$ cat config.mk
export PLATFORM = sky130hd
export DESIGN_NAME = fsmm_cell
export DESIGN_NICKNAME = d
export VERILOG_FILES = /design/src/hdl/fsmm_cell.sv
export SDC_FILE = /design/constraint.sdc
export NUM_CORES = 1
export LEC_CHECK = 0
export BUFFER_PORTS_ARGS = -buffer_cell sky130_fd_sc_hd__buf_2
export CAP_MARGIN = 30
export CORE_UTILIZATION = 41
export CTS_CLUSTER_SIZE = 24
export DETAILED_ROUTE_END_ITERATION = 16
export HOLD_SLACK_MARGIN = 0.12
export PLACE_DENSITY_LB_ADDON = 0.08
export SLEW_MARGIN = 20
export SYNTH_ARGS = -nofsm -noshare
export SYNTH_HDL_FRONTEND = slang
export SYNTH_SLANG_ARGS = --single-unit
$ cat constraint.sdc
create_clock -name clk -period 1 [get_ports clk]
set_input_delay 0.1 -clock clk [delete_from_list [all_inputs] [get_ports clk]]
set_output_delay 0.1 -clock clk [all_outputs]
set_load 0.1 [all_outputs]
$ cat src/hdl/fsmm_cell.sv
module fsmm_cell (
    input  logic        clk,
    input  logic        en,
    input  logic        sel_tail,
    input  logic [31:0] d_next,
    input  logic [31:0] d_tail,
    output logic [31:0] q
);

    logic [31:0] val_reg;

    always_ff @(posedge clk)
    begin
        if (en)
        begin
            val_reg <= sel_tail ? d_tail : d_next;
        end
    end

    assign q = val_reg;

endmodule

==> results.toml <==
[cts]
post_cts_resized = 0
ctsLongestPathBuffers = 2
cts_buffers = 5
clk_pin_slew_ns = 0.11
cts_tree = "yes"
h-tree-depth = 2
post_cts_buffers = 0
cts_root_buf = "clkbuf_4"
cts_num_sinks = 32

[sta]
finalCritPeriodShare = 1.10
tightest_slew_ns = 0.195
fmax_mhz = 909
setup_viol = 32
rsz0062_at_grt = "yes"
drv_slew = 0
timing_hold_violations_final = 0
setup_tns_ns = -2.17
period_minus_slack_ns = 1.10
relSlewSlack = 0.870
setup_slack_ns = -0.100

[synth]
yosysTopAreaCellShare = 0.638
yosysSeqAreaShare = 0.638
synth_cell_type_count = 5
yosysTopAreaCell = "edfxtp_1"
synth_most_common_cell = "edfxtp_1"
synth_edf_count = 32
synth_common_cells = "edfxtp_1, mux2_4, buf_12"
ys_warn_count = 0
syn-mean-instance-area_um2 = 22.1
syn-instance-count = 68
synthArstFlopShare = 0
synth_nets = 135
syn_area_mm2 = 0.00151
synth_flop_cell = "edfxtp_1"
ys_ff_latch = 32
ys_top_cells_by_area = "edfxtp_1, mux2_4, buf_12, mux2_2, buf_6"

[detailed_routing]
first_pass_iters = 4
num_vias = 1393
drt_iter0_drc = 59
drcViolationCount = 0
drtAntennaViolNets = 0
viasPerCell = 4.92
wirelength_um = 6190
wire_per_inst_um = 21.9

[critical_path]
cp_data_required_time_ns = 0.90
cp_max_fo = 1
path_cells = "buf_12"
cp_top_family = "flip-flops"
cp_slowest_cell = "edfxtp_1"
cp_slowest_stage_delay_ns = 0.46
crit_type = "flip-flop to output pin"
critPathLaunchType = "flip-flop"
critPathCaptureType = "output pin"
cp_num_buf_inv = 1
arrival_ns = 1.00

[run_status]
violations = "negative setup slack"
status = "finished, violations left"

[final_layout]
antenna-diode-count = 0
nNetsFinal = 303
layout-drive-gt1-share = 0.586
finish.utilization = 0.948
area.growth.synth_to_final_pct = 115
fill_cells = 91
largest_reg_flops = 32

[grt]
grt-ovfl-total = 0
antenna_found_initial = 0
grt_max_degree = 33
track_usage = 0.341
grt_pass1_vias = 1681
grt_pass1_wl_um = 9360

[min_path]
hp-class = "input pin to flip-flop"
whs_path_depth = 2
hold_end = "q[25]$_DFFE_PP_"
hp-start = "en"

[power_and_ir_drop]
irDropWorstVdd_mv = 1.07
p_leak_nw = 1.46
powerDensity_mw_per_mm2 = 1460

[placed_design]
gp_congestion = 0.684
dp_hpwl_um = 2530
port_buffers = 98

[floorplan]
die_h_um = 62.6
die_w_um = 62.6
core_area_mm2 = 0.00342
die-area_mm2 = 0.00392
row_count = 21
io_pins = 99
start_util = 0.441

[run]
maxCapViolCount = 0
## cell families (layout without fill, tap and decap cells)
logic type / after synthesis / count (layout) / synth area share
flip-flops: 32 / 32 / 0.638
buffers and inverters: 4 / 173 / 0.0474
multiplexers: 32 / 32 / 0.314
## cell type report
| cell class | count | area [um2] | area share |
|---|---|---|---|
| multi-input cells | 32 | 473 | 0.146 |
| clock buffers | 5 | 37.5 | 0.0116 |
| well taps | 46 | 57.6 | 0.0178 |
| flip-flops and latches | 32 | 961 | 0.297 |
| clock inverters | 3 | 37.5 | 0.0116 |
| repair buffers | 165 | 1670 | 0.516 |
## power breakdown
group	total (mW)	switching, mW	internal [mW]
Combinational	2.02	1.15	0.866
Clock	0.981	0.471	0.510
Sequential	1.74	0.108	1.63
Total	4.73	1.73	3.00
## repair_timing
item / in CTS / in global routing
hold buffers: 64 / 0
endpoints found under the setup margin: 32 / 32
hold endpoints to repair: 32 / 0
## how the worst max path moves through the flow
stage	from	to	slack (ns)	cells past startpoint
after floorplan	q[0]$_DFFE_PP_	q[0]	-0.004	0
after CTS	q[9]$_DFFE_PP_	q[9]	-0.09	1
after detailed placement	sel_tail	q[30]$_DFFE_PP_	-0.06	3
final	q[14]$_DFFE_PP_	q[14]	-0.10	1
after global routing	q[9]$_DFFE_PP_	q[9]	-0.14	1
after global placement	sel_tail	q[29]$_DFFE_PP_	-0.02	3
## metal layers
layer,global-route usage,share of wire
met5,0,0
met4,0.180,0.043
met3,0.111,0.074
met2,0.647,0.55
met1,0.319,0.34
## metrics by stage
stage | setup WS, ns | total power [mW] | cell area, um2 | instances | hold slack, ns
after CTS | -0.0931 | 4.67 | 3240 | 283 | 0.218
after global placement | -0.0238 | 3.49 | 2520 | 211 | 0.400
final | -0.100 | 4.73 | 3240 | 283 | 0.225
after detailed placement | -0.0604 | 3.52 | 2520 | 211 | 0.404
after global routing | -0.141 | 4.86 | 3240 | 283 | 0.205
after floorplan | -0.00402 | 2.79 | 1510 | 68 | 0.212
## placed cells by master, fill, tap and decap left out
master,instances
buf_12,35
buf_2,66
bufinv_16,1
clkbuf_4,5
clkinv_1,2
dlygate4sd3_1,64
edfxtp_1,32
mux2_2,2
mux2_4,30
No activity file was read; power rests on OpenSTA's default activity.
