[src/hdl/fsmm_pkg.sv]
package fsmm_pkg;

    localparam logic [31:0] CANON_NAN = 32'h7FC0_0000;
    localparam logic MODE_LOAD = 1'b0;
    localparam logic MODE_COMPUTE = 1'b1;
    localparam logic [4:0] SIZE_RESET = 5'd16;

    typedef struct packed {
        logic        mode;
        logic [3:0]  row_index;
        logic [3:0]  col_index;
        logic [31:0] a_value;
        logic [31:0] b_value;
    } in_word_t;

    typedef struct packed {
        logic [3:0]  result_col;
        logic [31:0] c_value;
        logic        last;
    } out_word_t;

    typedef enum logic [3:0] {
        ST_IDLE,
        ST_FILL,
        ST_FLAST,
        ST_READ,
        ST_MUL,
        ST_NORM,
        ST_ALIGN,
        ST_SUM,
        ST_EMIT
    } state_t;

    function automatic logic [5:0] lzc48(input logic [47:0] v);
        logic [5:0] n;
        n = 6'd48;
        for (int i = 0; i < 48; i++)
        begin
            if (v[i])
            begin
                n = 6'(47 - i);
            end
        end
        return n;
    endfunction

endpackage

[src/hdl/fsmm_fmul.sv]
module fsmm_fmul (
    input  logic        clk,
    input  logic        en,
    input  logic [31:0] a,
    input  logic [31:0] b,
    output logic [31:0] y
);
    import fsmm_pkg::*;

    logic               sign_reg;
    logic               nan_reg;
    logic               inf_reg;
    logic               zero_reg;
    logic [47:0]        p_reg;
    logic signed [9:0]  e_reg;

    logic        a_nan, b_nan, a_inf, b_inf, a_zero, b_zero;
    logic [23:0] ma, mb;
    logic [7:0]  ea_eff, eb_eff;

    assign a_nan  = (a[30:23] == 8'hFF) && (a[22:0] != '0);
    assign b_nan  = (b[30:23] == 8'hFF) && (b[22:0] != '0);
    assign a_inf  = (a[30:23] == 8'hFF) && (a[22:0] == '0);
    assign b_inf  = (b[30:23] == 8'hFF) && (b[22:0] == '0);
    assign a_zero = (a[30:0] == '0);
    assign b_zero = (b[30:0] == '0);
    assign ma     = {a[30:23] != '0, a[22:0]};
    assign mb     = {b[30:23] != '0, b[22:0]};
    assign ea_eff = (a[30:23] == '0) ? 8'd1 : a[30:23];
    assign eb_eff = (b[30:23] == '0) ? 8'd1 : b[30:23];

    always_ff @(posedge clk)
    begin
        if (en)
        begin
            sign_reg <= a[31] ^ b[31];
            nan_reg  <= a_nan || b_nan || (a_inf && b_zero) || (b_inf && a_zero);
            inf_reg  <= a_inf || b_inf;
            zero_reg <= a_zero || b_zero;
            p_reg    <= ma * mb;
            e_reg    <= $signed({2'b00, ea_eff}) + $signed({2'b00, eb_eff}) - 10'sd127;
        end
    end

    logic [5:0]        lz;
    logic signed [9:0] e_norm;
    logic signed [9:0] amt;
    logic [9:0]        rsh;
    logic [47:0]       norm;
    logic              st_r;
    logic [7:0]        expf;
    logic              inc;
    logic [30:0]       mag;

    always_comb
    begin
        lz     = lzc48(p_reg);
        e_norm = e_reg + 10'sd1 - $signed({4'b0000, lz});
        amt    = $signed({4'b0000, lz}) + e_norm - 10'sd1;
        rsh    = 10'(-amt);
        st_r   = 1'b0;
        expf   = '0;
        if (e_norm >= 10'sd1)
        begin
            norm = p_reg << lz;
            expf = e_norm[7:0];
        end
        else if (amt >= 10'sd0)
        begin
            norm = p_reg << amt[5:0];
        end
        else if (rsh >= 10'd48)
        begin
            norm = '0;
            st_r = |p_reg;
        end
        else
        begin
            norm = p_reg >> rsh[5:0];
            st_r = |(p_reg & ~({48{1'b1}} << rsh[5:0]));
        end
        inc = norm[23] && ((|norm[22:0]) || st_r || norm[24]);
        mag = {expf, norm[46:24]} + {30'd0, inc};
        if (nan_reg)
        begin
            y = CANON_NAN;
        end
        else if (inf_reg || (e_norm > 10'sd254))
        begin
            y = {sign_reg, 8'hFF, 23'd0};
        end
        else if (zero_reg)
        begin
            y = {sign_reg, 31'd0};
        end
        else
        begin
            y = {sign_reg, mag};
        end
    end

endmodule

[config.mk]
export PLATFORM = sky130hd
export DESIGN_NAME = fsmm_fmul
export DESIGN_NICKNAME = d
export VERILOG_FILES = /design/src/hdl/fsmm_pkg.sv /design/src/hdl/fsmm_fmul.sv
export SDC_FILE = /design/constraint.sdc
export NUM_CORES = 2
export LEC_CHECK = 0
export BUFFER_PORTS_ARGS = -buffer_cell sky130_fd_sc_hd__buf_2
export CORE_MARGIN = 2
export CORE_UTILIZATION = 50
export DETAILED_ROUTE_END_ITERATION = 10
export PLACE_DENSITY = 0.75
export SLEW_MARGIN = 10
export SYNTH_ARGS = -nofsm -noshare
export SYNTH_HDL_FRONTEND = slang
export SYNTH_SLANG_ARGS = --single-unit
[constraint.sdc]
create_clock -name clk -period 21.1 [get_ports clk]
set_input_delay 4.22 -clock clk [delete_from_list [all_inputs] [get_ports clk]]
set_output_delay 4.22 -clock clk [all_outputs]
set_load 0.02 [all_outputs]
==> out/metrics.csv <==
metric,value,unit
rows,95,
fp.coreArea,0.06692,mm2
numClockSinks,62,
ys_seq_area_frac,0.05525,
synth_edf_count,62,
slowest_stage,edfxtp_1,
largest_reg_flops,48,
grt_max_degree,78,
path_class,flip-flop to output port,
wl_per_cell,25.82,um
synth_cells,4275,
cp-startpoint,p_reg[4],
drv_cap,0,
cts-root-buf,clkbuf_16,
drt-total-wl,129.0,mm
place_area,0.03453,mm2
grt_usage,0.3691,
grt_pass1_wl,196.1,mm
tns,0,ns
cts_setup_buffers,0,
synthesis.nets,5046,
netlist_top_cells_area,"fa_1 29%, ha_1 8.2%, nand2_1 7.3%",
fmax,68.09,MHz
area_delta_synth_final,3.360,%
tritoncts,done,
cts_max_level,3,
slew_headroom,0.1142,
die_y,263.6,um
ios,98,
rsz0062_at_grt,no,
drive_gt1_frac,0.07590,
vias,32400,
hold_class,input port to flip-flop,
fin_area,0.03483,mm2
via_per_inst,6.483,
multiInputGateArea,0.02859,mm2
tightest_slew,1.292,ns
die_w,263.6,um
cts_resized,0,
period_share,0.6961,
io_buffers,97,
endpoint_kind,output port,
fillers,6391,
drt_iter0_drc,4298,
synth_top_area_frac,0.2881,
avgSynthCellArea,7.882,um2
antenna_left,0,
cts_buffers,9,
nets,4891,
syn-cell-area,0.03370,mm2
grt_antenna_before_repair,1,
synth_most_common_cell,nand2_1,
max-clock-path-buffers,2,
die_area,0.06949,mm2
grt_pass1_vias,31890,
routabilityCongestion,1.133,
required,16.88,ns
cts_hold_buf,0,
synth_commonest_cells,"652 x nand2_1, 550 x inv_1, 485 x fa_1",
crit_fanout,56,
gr-total-overflow,0,
status,finished clean,
yosysUniqueCellTypes,112,
cp-start-kind,flip-flop,
ys_ff_latch,62,
drc,0,
yosys.area.top_type,fa_1,
hold_start,a[31],
cp.arrival,10.47,ns
final_max_slew_viol_count,0,
yosysWarnings,0,
async_reset_ff_frac,0,
dp_hpwl,98.70,mm
clk_pin_slew_worst_paths,0.06,ns
holdWs,4.167,ns
initial_core_util,0.5035,
synth_ff_type,edfxtp_1,
regArea,0.001862,mm2
layout_min_cycle_time,14.69,ns
setup_viol,0,
hold_viol,0,
antenna_cells,0,
crit_path_max_incr_delay,0.71,ns
drt_pass1_iterations,8,
## per-layer routing
layer / GRT usage / up-vias / wire length (um)
met5: 0 / - / 0
met4: 0.2364 / 0 / 9862
met3: 0.06650 / 487 / 13230
met2: 0.5791 / 2098 / 57550
met1: 0.4707 / 15720 / 48390
li1: - / 14100 / -
## cells by family after synthesis
kind of cell,count (synthesis),share of synthesized area
xor gates and xnor gates,80,0.02102
AOI/OAI and AO/OA,854,0.1683
and+or+nand+nor,1536,0.2211
adders and majority gates,707,0.3704
DFF,62,0.05525
buffers and inverters,874,0.1001
muxes,162,0.06375
## per-stage QoR
step                      instances  setup WS, ns  utilization
after global routing           4997         5.733       0.5205
final                          4997         6.413       0.5205
after floorplan                4275         8.072            -
after detailed placement       4982         7.025       0.5159
after CTS                      4997         6.637       0.5205
after global placement         4982         7.112       0.5159
## area by class of cell
class / count / share of cell area
multi-input combinational: 3339 / 0.8208
inverter: 556 / 0.05992
sequential: 62 / 0.05345
tap: 873 / 0.03136
timing repair buffer: 152 / 0.02579
clock buffer: 9 / 0.006466
clock inverter: 6 / 0.002227
## cells in the final DEF (no fill, tap or decap), types with 41 or more instances in the layout
cell and count:
o21ai_0 190, nand3_1 127, mux2i_1 91, a31oi_1 41
xnor2_1 52, nand2_1 652, buf_4 55, nand4_1 43
ha_1 219, nor2_1 210, nor3_1 73, o211ai_1 51
and2_1 226, buf_2 97, a21oi_1 218, edfxtp_1 62
inv_1 549, fa_1 484
## path summary, 6_finish.rpt
path,endpoint,cells after the start
worst max-delay path,y[16],38
worst min-delay path,sign_reg,2
## critical path: cells and delay by family (launching register included)
kind / cells / cell delay, ns
simple gates: 9 / 2.18
buf+inv: 11 / 2.56
compound gates: 11 / 2.60
fa+ha+maj: 6 / 1.79
flops: 1 / 0.71
mux: 1 / 0.19
Power is not shown: default switching activity piles up to over one toggle a cycle in this logic, so the estimate is an artifact.
