===== src/hdl/fsmm_pkg.sv =====
package fsmm_pkg;

    localparam logic [31:0] CANON_NAN = 32'h7FC0_0000;
    localparam logic MODE_LOAD = 1'b0;
    localparam logic MODE_COMPUTE = 1'b1;
    localparam logic [4:0] SIZE_RESET = 5'd16;

    typedef struct packed {
        logic        mode;
        logic [3:0]  row_index;
        logic [3:0]  col_index;
        logic [31:0] a_value;
        logic [31:0] b_value;
    } in_word_t;

    typedef struct packed {
        logic [3:0]  result_col;
        logic [31:0] c_value;
        logic        last;
    } out_word_t;

    typedef enum logic [3:0] {
        ST_IDLE,
        ST_FILL,
        ST_FLAST,
        ST_READ,
        ST_MUL,
        ST_NORM,
        ST_ALIGN,
        ST_SUM,
        ST_EMIT
    } state_t;

    function automatic logic [5:0] lzc48(input logic [47:0] v);
        logic [5:0] n;
        n = 6'd48;
        for (int i = 0; i < 48; i++)
        begin
            if (v[i])
            begin
                n = 6'(47 - i);
            end
        end
        return n;
    endfunction

endpackage


===== src/hdl/fsmm_fadd.sv =====
module fsmm_fadd (
    input  logic        clk,
    input  logic        en,
    input  logic [31:0] a,
    input  logic [31:0] b,
    output logic [31:0] y
);
    import fsmm_pkg::*;

    logic        a_nan, b_nan, a_inf, b_inf;
    logic        swap;
    logic [31:0] big, sml;
    logic [7:0]  eb_eff, es_eff, d;
    logic [26:0] mbig, msml, aligned;

    assign a_nan  = (a[30:23] == 8'hFF) && (a[22:0] != '0);
    assign b_nan  = (b[30:23] == 8'hFF) && (b[22:0] != '0);
    assign a_inf  = (a[30:23] == 8'hFF) && (a[22:0] == '0);
    assign b_inf  = (b[30:23] == 8'hFF) && (b[22:0] == '0);
    assign swap   = b[30:0] > a[30:0];
    assign big    = swap ? b : a;
    assign sml    = swap ? a : b;
    assign eb_eff = (big[30:23] == '0) ? 8'd1 : big[30:23];
    assign es_eff = (sml[30:23] == '0) ? 8'd1 : sml[30:23];
    assign d      = eb_eff - es_eff;
    assign mbig   = {big[30:23] != '0, big[22:0], 3'b000};
    assign msml   = {sml[30:23] != '0, sml[22:0], 3'b000};

    always_comb
    begin
        if (d >= 8'd27)
        begin
            aligned = {26'd0, |msml};
        end
        else
        begin
            aligned = msml >> d[4:0];
            aligned[0] = aligned[0] | (|(msml & ~({27{1'b1}} << d[4:0])));
        end
    end

    logic        sign_reg, sub_reg, nan_reg, inf_reg, inf_sign_reg, zz_reg, zz_sign_reg;
    logic [26:0] mb_reg, ms_reg;
    logic [7:0]  e_reg;

    always_ff @(posedge clk)
    begin
        if (en)
        begin
            sign_reg     <= big[31];
            sub_reg      <= a[31] ^ b[31];
            nan_reg      <= a_nan || b_nan || (a_inf && b_inf && (a[31] != b[31]));
            inf_reg      <= a_inf || b_inf;
            inf_sign_reg <= a_inf ? a[31] : b[31];
            zz_reg       <= (a[30:0] == '0) && (b[30:0] == '0);
            zz_sign_reg  <= a[31] & b[31];
            mb_reg       <= mbig;
            ms_reg       <= aligned;
            e_reg        <= eb_eff;
        end
    end

    logic [27:0] sum;
    logic [5:0]  lz;
    logic [8:0]  shift;
    logic [26:0] m;
    logic [8:0]  e_new;
    logic [7:0]  expf;
    logic        inc;
    logic [30:0] mag;

    always_comb
    begin
        sum   = sub_reg ? ({1'b0, mb_reg} - {1'b0, ms_reg}) : ({1'b0, mb_reg} + {1'b0, ms_reg});
        lz    = lzc48({sum[26:0], 21'd0});
        shift = ({3'b000, lz} < ({1'b0, e_reg} - 9'd1)) ? {3'b000, lz} : ({1'b0, e_reg} - 9'd1);
        if (sum[27])
        begin
            m     = {sum[27:2], sum[1] | sum[0]};
            e_new = {1'b0, e_reg} + 9'd1;
        end
        else
        begin
            m     = sum[26:0] << shift[4:0];
            e_new = {1'b0, e_reg} - shift;
        end
        expf = m[26] ? e_new[7:0] : 8'd0;
        inc  = m[2] && (m[1] || m[0] || m[3]);
        mag  = {expf, m[25:3]} + {30'd0, inc};
        if (nan_reg)
        begin
            y = CANON_NAN;
        end
        else if (inf_reg)
        begin
            y = {inf_sign_reg, 8'hFF, 23'd0};
        end
        else if (zz_reg)
        begin
            y = {zz_sign_reg, 31'd0};
        end
        else if (sum == '0)
        begin
            y = 32'd0;
        end
        else if (e_new >= 9'd255)
        begin
            y = {sign_reg, 8'hFF, 23'd0};
        end
        else
        begin
            y = {sign_reg, mag};
        end
    end

endmodule


===== config.mk =====
export PLATFORM = sky130hd
export DESIGN_NAME = fsmm_fadd
export DESIGN_NICKNAME = d
export VERILOG_FILES = /design/src/hdl/fsmm_pkg.sv /design/src/hdl/fsmm_fadd.sv
export SDC_FILE = /design/constraint.sdc
export NUM_CORES = 1
export LEC_CHECK = 0
export CORE_MARGIN = 1
export CORE_UTILIZATION = 55
export CTS_CLUSTER_DIAMETER = 80
export DETAILED_ROUTE_END_ITERATION = 7
export DONT_BUFFER_PORTS = 1
export GPL_ROUTABILITY_DRIVEN = 1
export GPL_TIMING_DRIVEN = 0
export MAX_ROUTING_LAYER = met4
export PLACE_DENSITY = 0.75
export SLEW_MARGIN = 5
export SYNTH_ARGS = -nofsm -noshare
export SYNTH_HDL_FRONTEND = slang
export SYNTH_SLANG_ARGS = --single-unit

===== constraint.sdc =====
create_clock -name clk -period 10.6 [get_ports clk]
set_input_delay 2.12 -clock clk [delete_from_list [all_inputs] [get_ports clk]]
set_output_delay 2.12 -clock clk [all_outputs]
set_load 0.05 [all_outputs]

==> results.md <==
- Data required time of the worst path: 8.48 ns
- Initial antenna violation count: 1
- Power dissipated by switching net loads: 2.254 mW
- Share of total power in sequential cells: 9.2%
- Synthesis warning total: 0
- Number of failing hold endpoints at the final stage: 0
- Crit-path slowest cell: sky130_fd_sc_hd__o311ai_4
- Number of enable flip-flop cells after synthesis: 66
- Number of routed nets with antenna violations: 0
- # nets final: 1959
- RSZ-0062 raised after global routing: yes
- Floorplan core area: 22640 um2
- Hold buffers post-CTS: 0
- Result of the run: complete, but fails checks
- Number of standard-cell rows in the floorplan: 55
- Global-route wire length before repair: 80940 um
- Most used flip-flop cell after synthesis: sky130_fd_sc_hd__edfxtp_1
- Total length of routed wires: 56550 um
- Via-per-instance ratio: 7.460
- Leading cell types in the layout, fill and taps excluded: sky130_fd_sc_hd__nand2_1, sky130_fd_sc_hd__buf_4, sky130_fd_sc_hd__nor2_1
- Sort of element at the start of the critical path: flop
- Number of CTS-inserted buffers: 9
- Post-synthesis sequential element count: 66
- Critical path fanouts, max: 10
- Instance area at placement: 13280 um2
- VDD IR max: 0.0001199 V
- Clock group share of total power: 7.6%
- Ratio of final minimum period to clock period: 106.1%
- Library cells used by synthesis: 96
- Arrival time at the worst endpoint: 9.13 ns
- Total of endpoints with negative setup slack in the final report: 31
- Floorplan die area: 23700 um2
- Number of port buffers: 0
- Top Family by Delay on Critical Path: compound AO/OA/AOI/OAI gates
- Max-capacitance violation count: 0
- Number of flip-flops in the largest register: 27
- Fraction of registers with async set/reset: 0%
- Highest cell delay on the worst timing path: 0.63 ns
- Drc violations: 0
- Routability-driven placement congestion ratio: 1.049
- Tot Pwr: 4.063 mW
- Time the worst path needs with I/O delays and setup: 11.25 ns
- Hold/Removal Path Class: in2reg
- Maximum number of pins on one net before global-route repair: 67
- Worst Path Buf+Inv: 6
- Initial Util: 56.10%
- Total power per unit cell area: 247.5 nW/um2
- Detailed placement HPWL: 39550 um
- Overall routing resource usage: 45.23%
- Nature of the critical path endpoint: primary output
- Final worst slack: -0.6451 ns
- Synth-to-Final Area Change: 29.25%
- Number of ports placed on the die boundary: 98
- Commonest non-fill, non-tap cell in the layout: sky130_fd_sc_hd__nand2_1
- Switching power share of the total: 55.48%
- Vias in the first global route: 14210
- CTS root buf: sky130_fd_sc_hd__clkbuf_16
- Peak clock frequency supported by timing: 88.93 MHz
- First-pass DRT Iterations: 8
- Lkg Pwr: 6.422 nW
- Sequential share of the synthesized area: 15.60%
- Clock transition at path regs: 0.06 ns
- Violated checks: negative setup slack
- Vias post-DR: 15490
- Clock tree from TritonCTS: built
- Headroom to the max-slew limit: 13.26%
- Die outline width: 154.0 um
- Clock Sinks: 66
- Worst Tran Pin Value: 1.294 ns
- Internal: 1.809 mW
- Net count after synthesis: 1819
- DIE HEIGHT: 154.0 um
- Instance count of the mapped netlist: 1645
- Max clock buf depth: 2
- Area of all placed cells without fillers: 16420 um2
- Number of levels in the clock H-tree: 3
- Wire length per cell: 27.24 um
- Part of the total power dissipated in combinational logic: 83.2%
- Type of the worst setup path: reg2out
- Starting DRT DRC Count: 2303
- Post-synth design cell area: 12700 um2
- Fraction of final layout cells with drive strength greater than 1: 27.65%
- Max-slew violation total from the final report: 0
- Average instance area after synthesis: 7.721 um2
- Total congestion overflow: 0
cells by family after synthesis:
group | share of synthesized area, %
AOI/OAI and AO/OA | 26.30
xor gates and xnor gates | 3.034
adders and majority gates | 10.82
buffers and inverters | 5.989
DFF | 15.60
muxes | 14.83
and+or+nand+nor | 23.43
path summary, 6_finish.rpt:
check / slack (ns) / start / endpoint / cells past startpoint
max: -0.65 / mb_reg[9] / y[22] / 37
min: 1.89 / en / mb_reg[9] / 0
Yosys cell counts (all sizes together), types with 29 or more instances:
cell type / count / area [um2]
clkbuf: 62 / 232.7
a21o: 31 / 232.7
nor4: 33 / 227.7
nor2: 131 / 491.7
nor3: 47 / 235.2
o21ai: 84 / 420.4
inv: 108 / 405.4
nand2: 148 / 555.5
nand3: 43 / 215.2
ha: 105 / 1314
a21oi: 102 / 514.2
xnor2: 29 / 254.0
edfxtp: 66 / 1982
mux2i: 122 / 1234
mux2: 29 / 334.1
nand4: 44 / 275.3
cell type report:
| type | count | area, um2 |
|---|---|---|
| diodes | 1 | 2.502 |
| plain buffers | 75 | 493.0 |
| clock buffers | 9 | 225.2 |
| clock inverters | 7 | 77.57 |
| fillers | 1661 | 6225 |
| inverters | 108 | 417.9 |
| multi-input cells | 1387 | 11710 |
| flip-flops and latches | 66 | 1982 |
| well taps | 285 | 356.6 |
| repair buffers | 138 | 1155 |
stage by stage:
step / cells / setup WS (ns) / setup TNS, ns / hold slack [ns] / utilization [%]
floorplan: 1645 / 0.04017 / 0 / 2.233 / -
global placement: 1930 / -2.228 / -65.03 / 2.242 / 58.64
detailed placement: 1930 / -2.289 / -67.62 / 2.240 / 58.64
CTS: 2009 / -0.1448 / -1.314 / 1.887 / 66.41
global route: 2076 / -0.6702 / -16.39 / 1.886 / 72.51
finish: 2076 / -0.6451 / -14.70 / 1.894 / 72.51
per-layer routing:
layer / part of all wire [%] / wire length, um / GRT usage (%)
met4: 5.4 / 3027 / 18.33
met5: 0 / 0 / -
met2: 44 / 24970 / 71.10
met1: 39 / 21840 / 56.59
met3: 12 / 6707 / 9.329
power by group through the flow:
stage | clock network, mW | logic, mW | registers (mW)
2_1_floorplan | 0 | 1.85 | 0.353
3_3_place_gp | 0 | 2.44 | 0.370
3_5_place_dp | 0 | 2.46 | 0.372
4_1_cts | 0.310 | 2.83 | 0.366
5_1_grt | 0.320 | 3.49 | 0.374
6_report | 0.310 | 3.38 | 0.372
what timing repair did:
action	in CTS	in global routing
resized for setup	201	197
hold endpoints to repair	0	0
setup endpoints to repair	32	57
pin swaps	66	82
gates cloned	3	1
buffers inserted	68	68
Power figures use the tool's default switching activity.
